**config.mk**
```make
export PLATFORM = sky130hd
export DESIGN_NAME = neighbor_label_frequency_bitmap
export DESIGN_NICKNAME = d
export VERILOG_FILES = /design/src/rtl/core/nlfb_pkg.sv /design/src/rtl/core/neighbor_label_frequency_bitmap.sv
export VERILOG_INCLUDE_DIRS = /design/src /design/src/rtl/core
export SDC_FILE = /design/constraint.sdc
export NUM_CORES = 1
export LEC_CHECK = 0
export BUFFER_PORTS_ARGS = -buffer_cell sky130_fd_sc_hd__buf_2
export CAP_MARGIN = 20
export CORE_ASPECT_RATIO = 2
export CORE_MARGIN = 2
export CORE_UTILIZATION = 52
export DETAILED_ROUTE_END_ITERATION = 12
export PLACE_DENSITY = 0.69
export SLEW_MARGIN = 30
export SYNTH_ARGS = -nofsm -noshare
export SYNTH_HDL_FRONTEND = slang
export SYNTH_SLANG_ARGS = --single-unit
```
**constraint.sdc**
```tcl
create_clock -name i_clk -period 20.1 [get_ports i_clk]
set_input_delay 3.015 -clock i_clk [delete_from_list [all_inputs] [get_ports i_clk]]
set_output_delay 3.015 -clock i_clk [all_outputs]
set_load 0.005 [all_outputs]
```
**src/rtl/core/neighbor_label_frequency_bitmap_macros.svh**
```systemverilog
// Assertion helpers for the neighbor label frequency bitmap block.
// All checks are sampled on i_clk and are off while i_rst_n is low.
`ifndef NEIGHBOR_LABEL_FREQUENCY_BITMAP_MACROS_SVH
`define NEIGHBOR_LABEL_FREQUENCY_BITMAP_MACROS_SVH

// same-cycle implication
`define NLFB_ASSERT_NOW(lbl, ante, cons, msg) \
    lbl: assert property (@(posedge i_clk) disable iff (!i_rst_n) (ante) |-> (cons)) \
        else $error(msg);

// next-cycle implication
`define NLFB_ASSERT_NEXT(lbl, ante, cons, msg) \
    lbl: assert property (@(posedge i_clk) disable iff (!i_rst_n) (ante) |=> (cons)) \
        else $error(msg);

`endif

```
**src/rtl/core/nlfb_pkg.sv**
```systemverilog
`timescale 1ns / 1ps

package nlfb_pkg;

    localparam int NUM_LABELS_DEF     = 32;
    localparam int BITS_PER_LABEL_DEF = 8;
    localparam int NLF_WORDS_DEF      = 4;
    localparam int DEGREE_BITS_DEF    = 16;

    localparam int LABEL_W  = 5;
    localparam int DEGREE_W = 16;
    localparam int INDEX_W  = 2;
    localparam int WORD_W   = 64;

    typedef struct packed {
        logic [LABEL_W-1:0]  neighbor_label;
        logic [DEGREE_W-1:0] neighbor_degree;
        logic                last_neighbor;
        logic                empty_vertex;
    } t_in_word;

    typedef struct packed {
        logic [INDEX_W-1:0]  word_index;
        logic [WORD_W-1:0]   bitmap_word;
        logic [DEGREE_W-1:0] max_neighbor_degree;
        logic                last_word;
    } t_out_word;

endpackage

```
**src/rtl/core/neighbor_label_frequency_bitmap.sv**
```systemverilog
`timescale 1ns / 1ps
// The result words of a vertex are loaded into the output frame register as its last
// neighbor (or empty-vertex word) leaves the input register, and go out one per cycle
// while i_out_ready is high. Throughput: one neighbor per cycle, unless held as below.
// A vertex-ending word waits in the input register while the previous NLF_WORDS
// result words drain from the output frame register.
// Reset (synchronous, active low) clears all label counts, the bitmap and the maximum.
`include "neighbor_label_frequency_bitmap_macros.svh"

module neighbor_label_frequency_bitmap #(
    parameter int NUM_LABELS     = nlfb_pkg::NUM_LABELS_DEF,
    parameter int BITS_PER_LABEL = nlfb_pkg::BITS_PER_LABEL_DEF,
    parameter int NLF_WORDS      = nlfb_pkg::NLF_WORDS_DEF,
    parameter int DEGREE_BITS    = nlfb_pkg::DEGREE_BITS_DEF
) (
    input  logic                i_clk,
    input  logic                i_rst_n,
    input  logic                i_in_valid,
    output logic                o_in_ready,
    input  nlfb_pkg::t_in_word  i_in_data,
    output logic                o_out_valid,
    input  logic                i_out_ready,
    output nlfb_pkg::t_out_word o_out_data
);

    localparam int WORD_W     = nlfb_pkg::WORD_W;
    localparam int TOTAL_BITS = NLF_WORDS * WORD_W;
    localparam int LBL_W      = (NUM_LABELS > 1) ? $clog2(NUM_LABELS) : 1;
    localparam int CNT_W      = $clog2(BITS_PER_LABEL + 1);
    localparam int BIT_W      = $clog2(NUM_LABELS * BITS_PER_LABEL) + 1;
    localparam int WC_W       = (NLF_WORDS > 1) ? $clog2(NLF_WORDS) : 1;
    localparam int MAX_W      = (DEGREE_BITS < nlfb_pkg::DEGREE_W) ? DEGREE_BITS
                                                                   : nlfb_pkg::DEGREE_W;

    // input register
    logic               r_in_valid;
    nlfb_pkg::t_in_word r_in;

    // per-vertex accumulation state
    logic [CNT_W-1:0]      r_counts [NUM_LABELS];
    logic [CNT_W-1:0]      n_counts [NUM_LABELS];
    logic [TOTAL_BITS-1:0] r_bitmap;
    logic [TOTAL_BITS-1:0] n_bitmap;
    logic [MAX_W-1:0]      r_max;
    logic [MAX_W-1:0]      n_max;

    // output frame, words stored in emission order
    logic [WORD_W-1:0] r_frame [NLF_WORDS];
    logic [WORD_W-1:0] n_frame [NLF_WORDS];
    logic [MAX_W-1:0]  r_frame_max;
    logic [MAX_W-1:0]  n_frame_max;
    logic              r_frame_valid;
    logic [WC_W-1:0]   r_word_cnt;

    logic                  lab_ok;
    logic [LBL_W-1:0]      lab_idx;
    logic [CNT_W-1:0]      cur_cnt;
    logic                  cnt_sat;
    logic [BIT_W-1:0]      bit_pos;
    logic [MAX_W-1:0]      deg_m;
    logic [TOTAL_BITS-1:0] upd_bitmap;
    logic [MAX_W-1:0]      upd_max;
    logic                  ends_vertex;
    logic                  out_take;
    logic                  out_last;
    logic                  frame_free;
    logic                  proc_go;
    logic                  in_take;

    assign in_take     = i_in_valid && o_in_ready;
    assign out_last    = (int'(r_word_cnt) == NLF_WORDS - 1);
    assign out_take    = o_out_valid && i_out_ready;
    assign frame_free  = !r_frame_valid || (out_take && out_last);
    assign ends_vertex = r_in.empty_vertex || r_in.last_neighbor;
    assign proc_go     = r_in_valid && (!ends_vertex || frame_free);
    assign o_in_ready  = !r_in_valid || proc_go;

    always_comb begin
        lab_ok  = int'(r_in.neighbor_label) < NUM_LABELS;
        lab_idx = LBL_W'(r_in.neighbor_label);
        cur_cnt = r_counts[lab_idx];
        cnt_sat = int'(cur_cnt) >= BITS_PER_LABEL;
        bit_pos = BIT_W'(r_in.neighbor_label) * BIT_W'(BITS_PER_LABEL) + BIT_W'(cur_cnt);
        deg_m   = r_in.neighbor_degree[MAX_W-1:0];
        upd_max = (deg_m > r_max) ? deg_m : r_max;

        n_counts   = r_counts;
        upd_bitmap = r_bitmap;
        if (lab_ok && !cnt_sat) begin
            n_counts[lab_idx] = cur_cnt + CNT_W'(1);
            // bits past the end of the bitmap are dropped, count still rises
            if (int'(bit_pos) < TOTAL_BITS) begin
                upd_bitmap = r_bitmap | (TOTAL_BITS'(1) << bit_pos);
            end
        end
        n_bitmap = upd_bitmap;
        n_max    = upd_max;

        if (r_in.empty_vertex) begin
            n_frame_max = '0;
            for (int k = 0; k < NLF_WORDS; k++) begin
                n_frame[k] = '0;
            end
        end else begin
            n_frame_max = upd_max;
            for (int k = 0; k < NLF_WORDS; k++) begin
                n_frame[k] = upd_bitmap[(NLF_WORDS-1-k)*WORD_W +: WORD_W];
            end
        end

        if (ends_vertex) begin
            n_bitmap = '0;
            n_max    = '0;
            for (int i = 0; i < NUM_LABELS; i++) begin
                n_counts[i] = '0;
            end
        end
    end

    always_ff @(posedge i_clk) begin
        if (!i_rst_n) begin
            r_in_valid <= 1'b0;
        end else if (in_take) begin
            r_in_valid <= 1'b1;
        end else if (proc_go) begin
            r_in_valid <= 1'b0;
        end
        if (in_take) begin
            r_in <= i_in_data;
        end
    end

    always_ff @(posedge i_clk) begin
        if (!i_rst_n) begin
            r_bitmap <= '0;
            r_max    <= '0;
            for (int i = 0; i < NUM_LABELS; i++) begin
                r_counts[i] <= '0;
            end
        end else if (proc_go) begin
            r_bitmap <= n_bitmap;
            r_max    <= n_max;
            r_counts <= n_counts;
        end
    end

    always_ff @(posedge i_clk) begin
        if (!i_rst_n) begin
            r_frame_valid <= 1'b0;
            r_word_cnt    <= '0;
        end else if (proc_go && ends_vertex) begin
            r_frame_valid <= 1'b1;
            r_word_cnt    <= '0;
        end else if (out_take) begin
            if (out_last) begin
                r_frame_valid <= 1'b0;
                r_word_cnt    <= '0;
            end else begin
                r_word_cnt <= r_word_cnt + WC_W'(1);
            end
        end
        if (proc_go && ends_vertex) begin
            r_frame     <= n_frame;
            r_frame_max <= n_frame_max;
        end
    end

    assign o_out_valid                    = r_frame_valid;
    assign o_out_data.word_index          = nlfb_pkg::INDEX_W'(r_word_cnt);
    assign o_out_data.bitmap_word         = r_frame[r_word_cnt];
    assign o_out_data.max_neighbor_degree = nlfb_pkg::DEGREE_W'(r_frame_max);
    assign o_out_data.last_word           = out_last;

    `NLFB_ASSERT_NOW(a_end_waits_for_frame, proc_go && ends_vertex, frame_free, "vertex end overran a pending frame")
    `NLFB_ASSERT_NEXT(a_frame_loads, proc_go && ends_vertex, r_frame_valid && r_word_cnt == '0, "frame not started after vertex end")
    `NLFB_ASSERT_NEXT(a_state_clears, proc_go && ends_vertex, r_max == '0 && r_bitmap == '0, "state not cleared after vertex end")
    `NLFB_ASSERT_NEXT(a_frame_drains, out_take && out_last && !(proc_go && ends_vertex), !r_frame_valid, "frame still valid after its last word")
    `NLFB_ASSERT_NOW(a_cnt_in_range, r_frame_valid, int'(r_word_cnt) < NLF_WORDS, "word counter past frame")

endmodule

```
==> results.json <==
{
  "cp_num_buf_inv": 3,
  "place_ws_ns": 13.16,
  "cp_max_fo": 4,
  "cts_sinks": 699,
  "slowest_delay_ns": 0.35,
  "ys_types": 62,
  "cts_resized": 0,
  "via_count": 21620,
  "fin_ws_ns": 13.18,
  "fp.dieW_um": 172.8,
  "final_cell_mix": "402 x dfxtp_1, 351 x inv_1, 341 x o22ai_1, 295 x edfxtp_1, 201 x a22o_1",
  "synthCells": 2603,
  "die-area_um2": 59060,
  "viasPerCell": 6.418,
  "max_cap_viol_count": 0,
  "min_period_over_period_pct": 34.44,
  "cts_buffers": 57,
  "path_clk_slew_ns": 0.07,
  "power_density_nw_per_um2": 87.37,
  "grt_antenna_before_repair": 2,
  "cts_tree": "done",
  "clock_latency_ns": 0.63,
  "async_flop_share_pct": 0,
  "die_y_um": 341.7,
  "place.gp.congestion": 0.9026,
  "start_kind": "primary input",
  "timing.fmax_ghz": 0.1444,
  "worst-setup-path-type": "in2out",
  "core_um2": 56330,
  "stdcell_count": 3368,
  "arrival_ns": 3.91,
  "grt_max_degree": 234,
  "grt_first_pass_wirelength_mm": 125.8,
  "switching_share_pct": 23.10,
  "rsz0062_at_grt": "false",
  "finalNetCount": 2622,
  "status": "complete, no violations",
  "root_buffer": "clkbuf_16",
  "yosysSeqAreaShare_pct": 57.16,
  "route.detailed.drc": 0,
  "power.internal_mw": 2.189,
  "combPwrFrac_pct": 5.8,
  "placed_cells": 3258,
  "synth_area_um2": 29650,
  "synth_edf_count": 295,
  "cts-htree-levels": 2,
  "portBuffers": 111,
  "worstMarginPinSlew_ns": 1.077,
  "postSynthAreaPerCell_um2": 11.39,
  "critPathCaptureType": "output pin",
  "pwr-share-clk_pct": 41.2,
  "synth_fp_nets": 2656,
  "wl_per_cell_um": 24.79,
  "synth-seq-cells": 699,
  "post-dp-hpwl_mm": 53.91,
  "fin_crit_ns": 6.923,
  "cpMaxStageDelayCell": "nor2_1",
  "p_leak_nw": 10.74,
  "holdBufCountCts": 0,
  "finalMaxSlewViolations": 0,
  "wirelength_mm": 83.48,
  "fin_worst_skew_ns": 0.01596,
  "drive_gt1_share_pct": 13.67,
  "maxSlewHeadroom_pct": 27.94,
  "dr.pass1.iters": 5,
  "rows": 123,
  "first_global_vias": 21750,
  "fin_tns_setup_ns": 0,
  "n_antenna_cell": 0,
  "postCtsSetupBuffers": 0,
  "grt_remaining_overflow": 0,
  "vdd_drop_max_uv": 77.52,
  "final_hold_viol_count": 0,
  "crit_required_ns": 17.09,
  "start_util_pct": 52.63,
  "ys_warn_count": 0,
  "critPathTopFamily": "simple AND/OR/NAND/NOR gates",
  "area_growth_pct": 9.871,
  "clock_path_buffers": 3,
  "timing.hold.ws_ns": 0.4532,
  "ant_nets": 0,
  "drt_iter0_drc": 2277,
  "synth_ff_type": "dfxtp_1",
  "io_pins": 112,
  "power_frac_seq_pct": 53.1,
  "final_common_cell": "dfxtp_1",
  "holdCritPathClass": "reg2reg",
  "track_usage_pct": 27.57,
  "path_cells": "buf_2 -> nand2_1 -> nand2_1 -> nor2_1 -> inv_1 -> buf_2",
  "final-setup-viol-count": 0,
  "p_sw_uw": 657.4
}
==> stage by stage <==
step	total power, mW	util (%)	area, um2
2_1_floorplan	1.657	-	29650
3_3_place_gp	1.696	54.09	30460
3_5_place_dp	1.703	54.24	30550
4_1_cts	2.855	57.70	32500
5_1_grt	2.922	57.83	32570
6_report	2.846	57.83	32570
==> power by group through the flow <==
stage	clock network, mW	registers (mW)	logic (mW)
after global placement	0	1.54	0.155
after floorplan	0	1.55	0.109
after global routing	1.24	1.51	0.174
after detailed placement	0	1.54	0.160
final	1.17	1.51	0.164
after CTS	1.18	1.51	0.161
==> worst min-delay path, cell delays in order, from the launching register on <==
cell	delay [ns]
dfxtp_1	0.31
inv_1	0.05
o22ai_1	0.05
==> Yosys cell counts, types with 25 or more instances <==
library cell | instances | area, um2
inv_1 | 351 | 1318
mux4_2 | 70 | 1577
ha_1 | 26 | 325.3
clkbuf_1 | 159 | 596.8
buf_2 | 47 | 235.2
a22o_1 | 201 | 1760
a32o_1 | 25 | 250.2
nand2b_1 | 46 | 287.8
mux2i_1 | 80 | 800.8
nor2_1 | 94 | 352.8
nand3_1 | 72 | 360.4
dfxtp_1 | 404 | 8088
nand2_1 | 88 | 330.3
edfxtp_1 | 295 | 8859
o32ai_1 | 55 | 481.7
o22ai_1 | 341 | 2133
==> kinds of logic after synthesis <==
family / after synthesis / synth area share, %
AO/OA/AOI/OAI: 748 / 18.97
buffers and inverters: 592 / 7.905
flip-flops: 699 / 57.16
adder cells (fa/ha/maj): 26 / 1.097
multiplexers: 152 / 8.095
AND/OR/NAND/NOR: 386 / 6.774
==> per-layer routing <==
| metal | global-route usage (%) | vias to the layer above | share of wire (%) |
|---|---|---|---|
| met1 | 29.83 | 10700 | 34 |
| met3 | 3.678 | 275 | 6.2 |
| met5 | 0 | - | 0 |
| li1 | - | 9669 | - |
| met4 | 18.77 | 0 | 7.4 |
| met2 | 49.90 | 975 | 52 |
==> area by class of cell <==
| class | instances | area, um2 |
|---|---|---|
| Clock buffer | 81 | 1649 |
| Timing Repair Buffer | 146 | 938.4 |
| Fill cell | 4687 | 23750 |
| Tap cell | 750 | 938.4 |
| Sequential cell | 699 | 16950 |
| Inverter | 353 | 1328 |
| Multi-Input combinational cell | 1312 | 10470 |
| Clock inverter | 27 | 299.0 |
==> state kept, by name (all words and copies together) (netlist names) <==
signal and count:
r_counts 128, r_in_valid 1, r_frame 256, deg_m 16, r_frame_max 16, o_out_valid 1
r_bitmap 256, r_max 16, r_in 2, lab_idx 5, r_word_cnt 2
==> final timing paths <==
kind / startpoint / to / slack (ns) / depth (start not counted)
hold reg to reg: r_counts[56] / r_counts[56] / 0.45 / 2
setup / recovery: i_out_ready / o_in_ready / 13.18 / 6
setup reg to reg: lab_idx[0] / r_bitmap[141] / 13.35 / 16
hold / removal: r_counts[56] / r_counts[56] / 0.45 / 2
(Power assumes the default switching activity.)
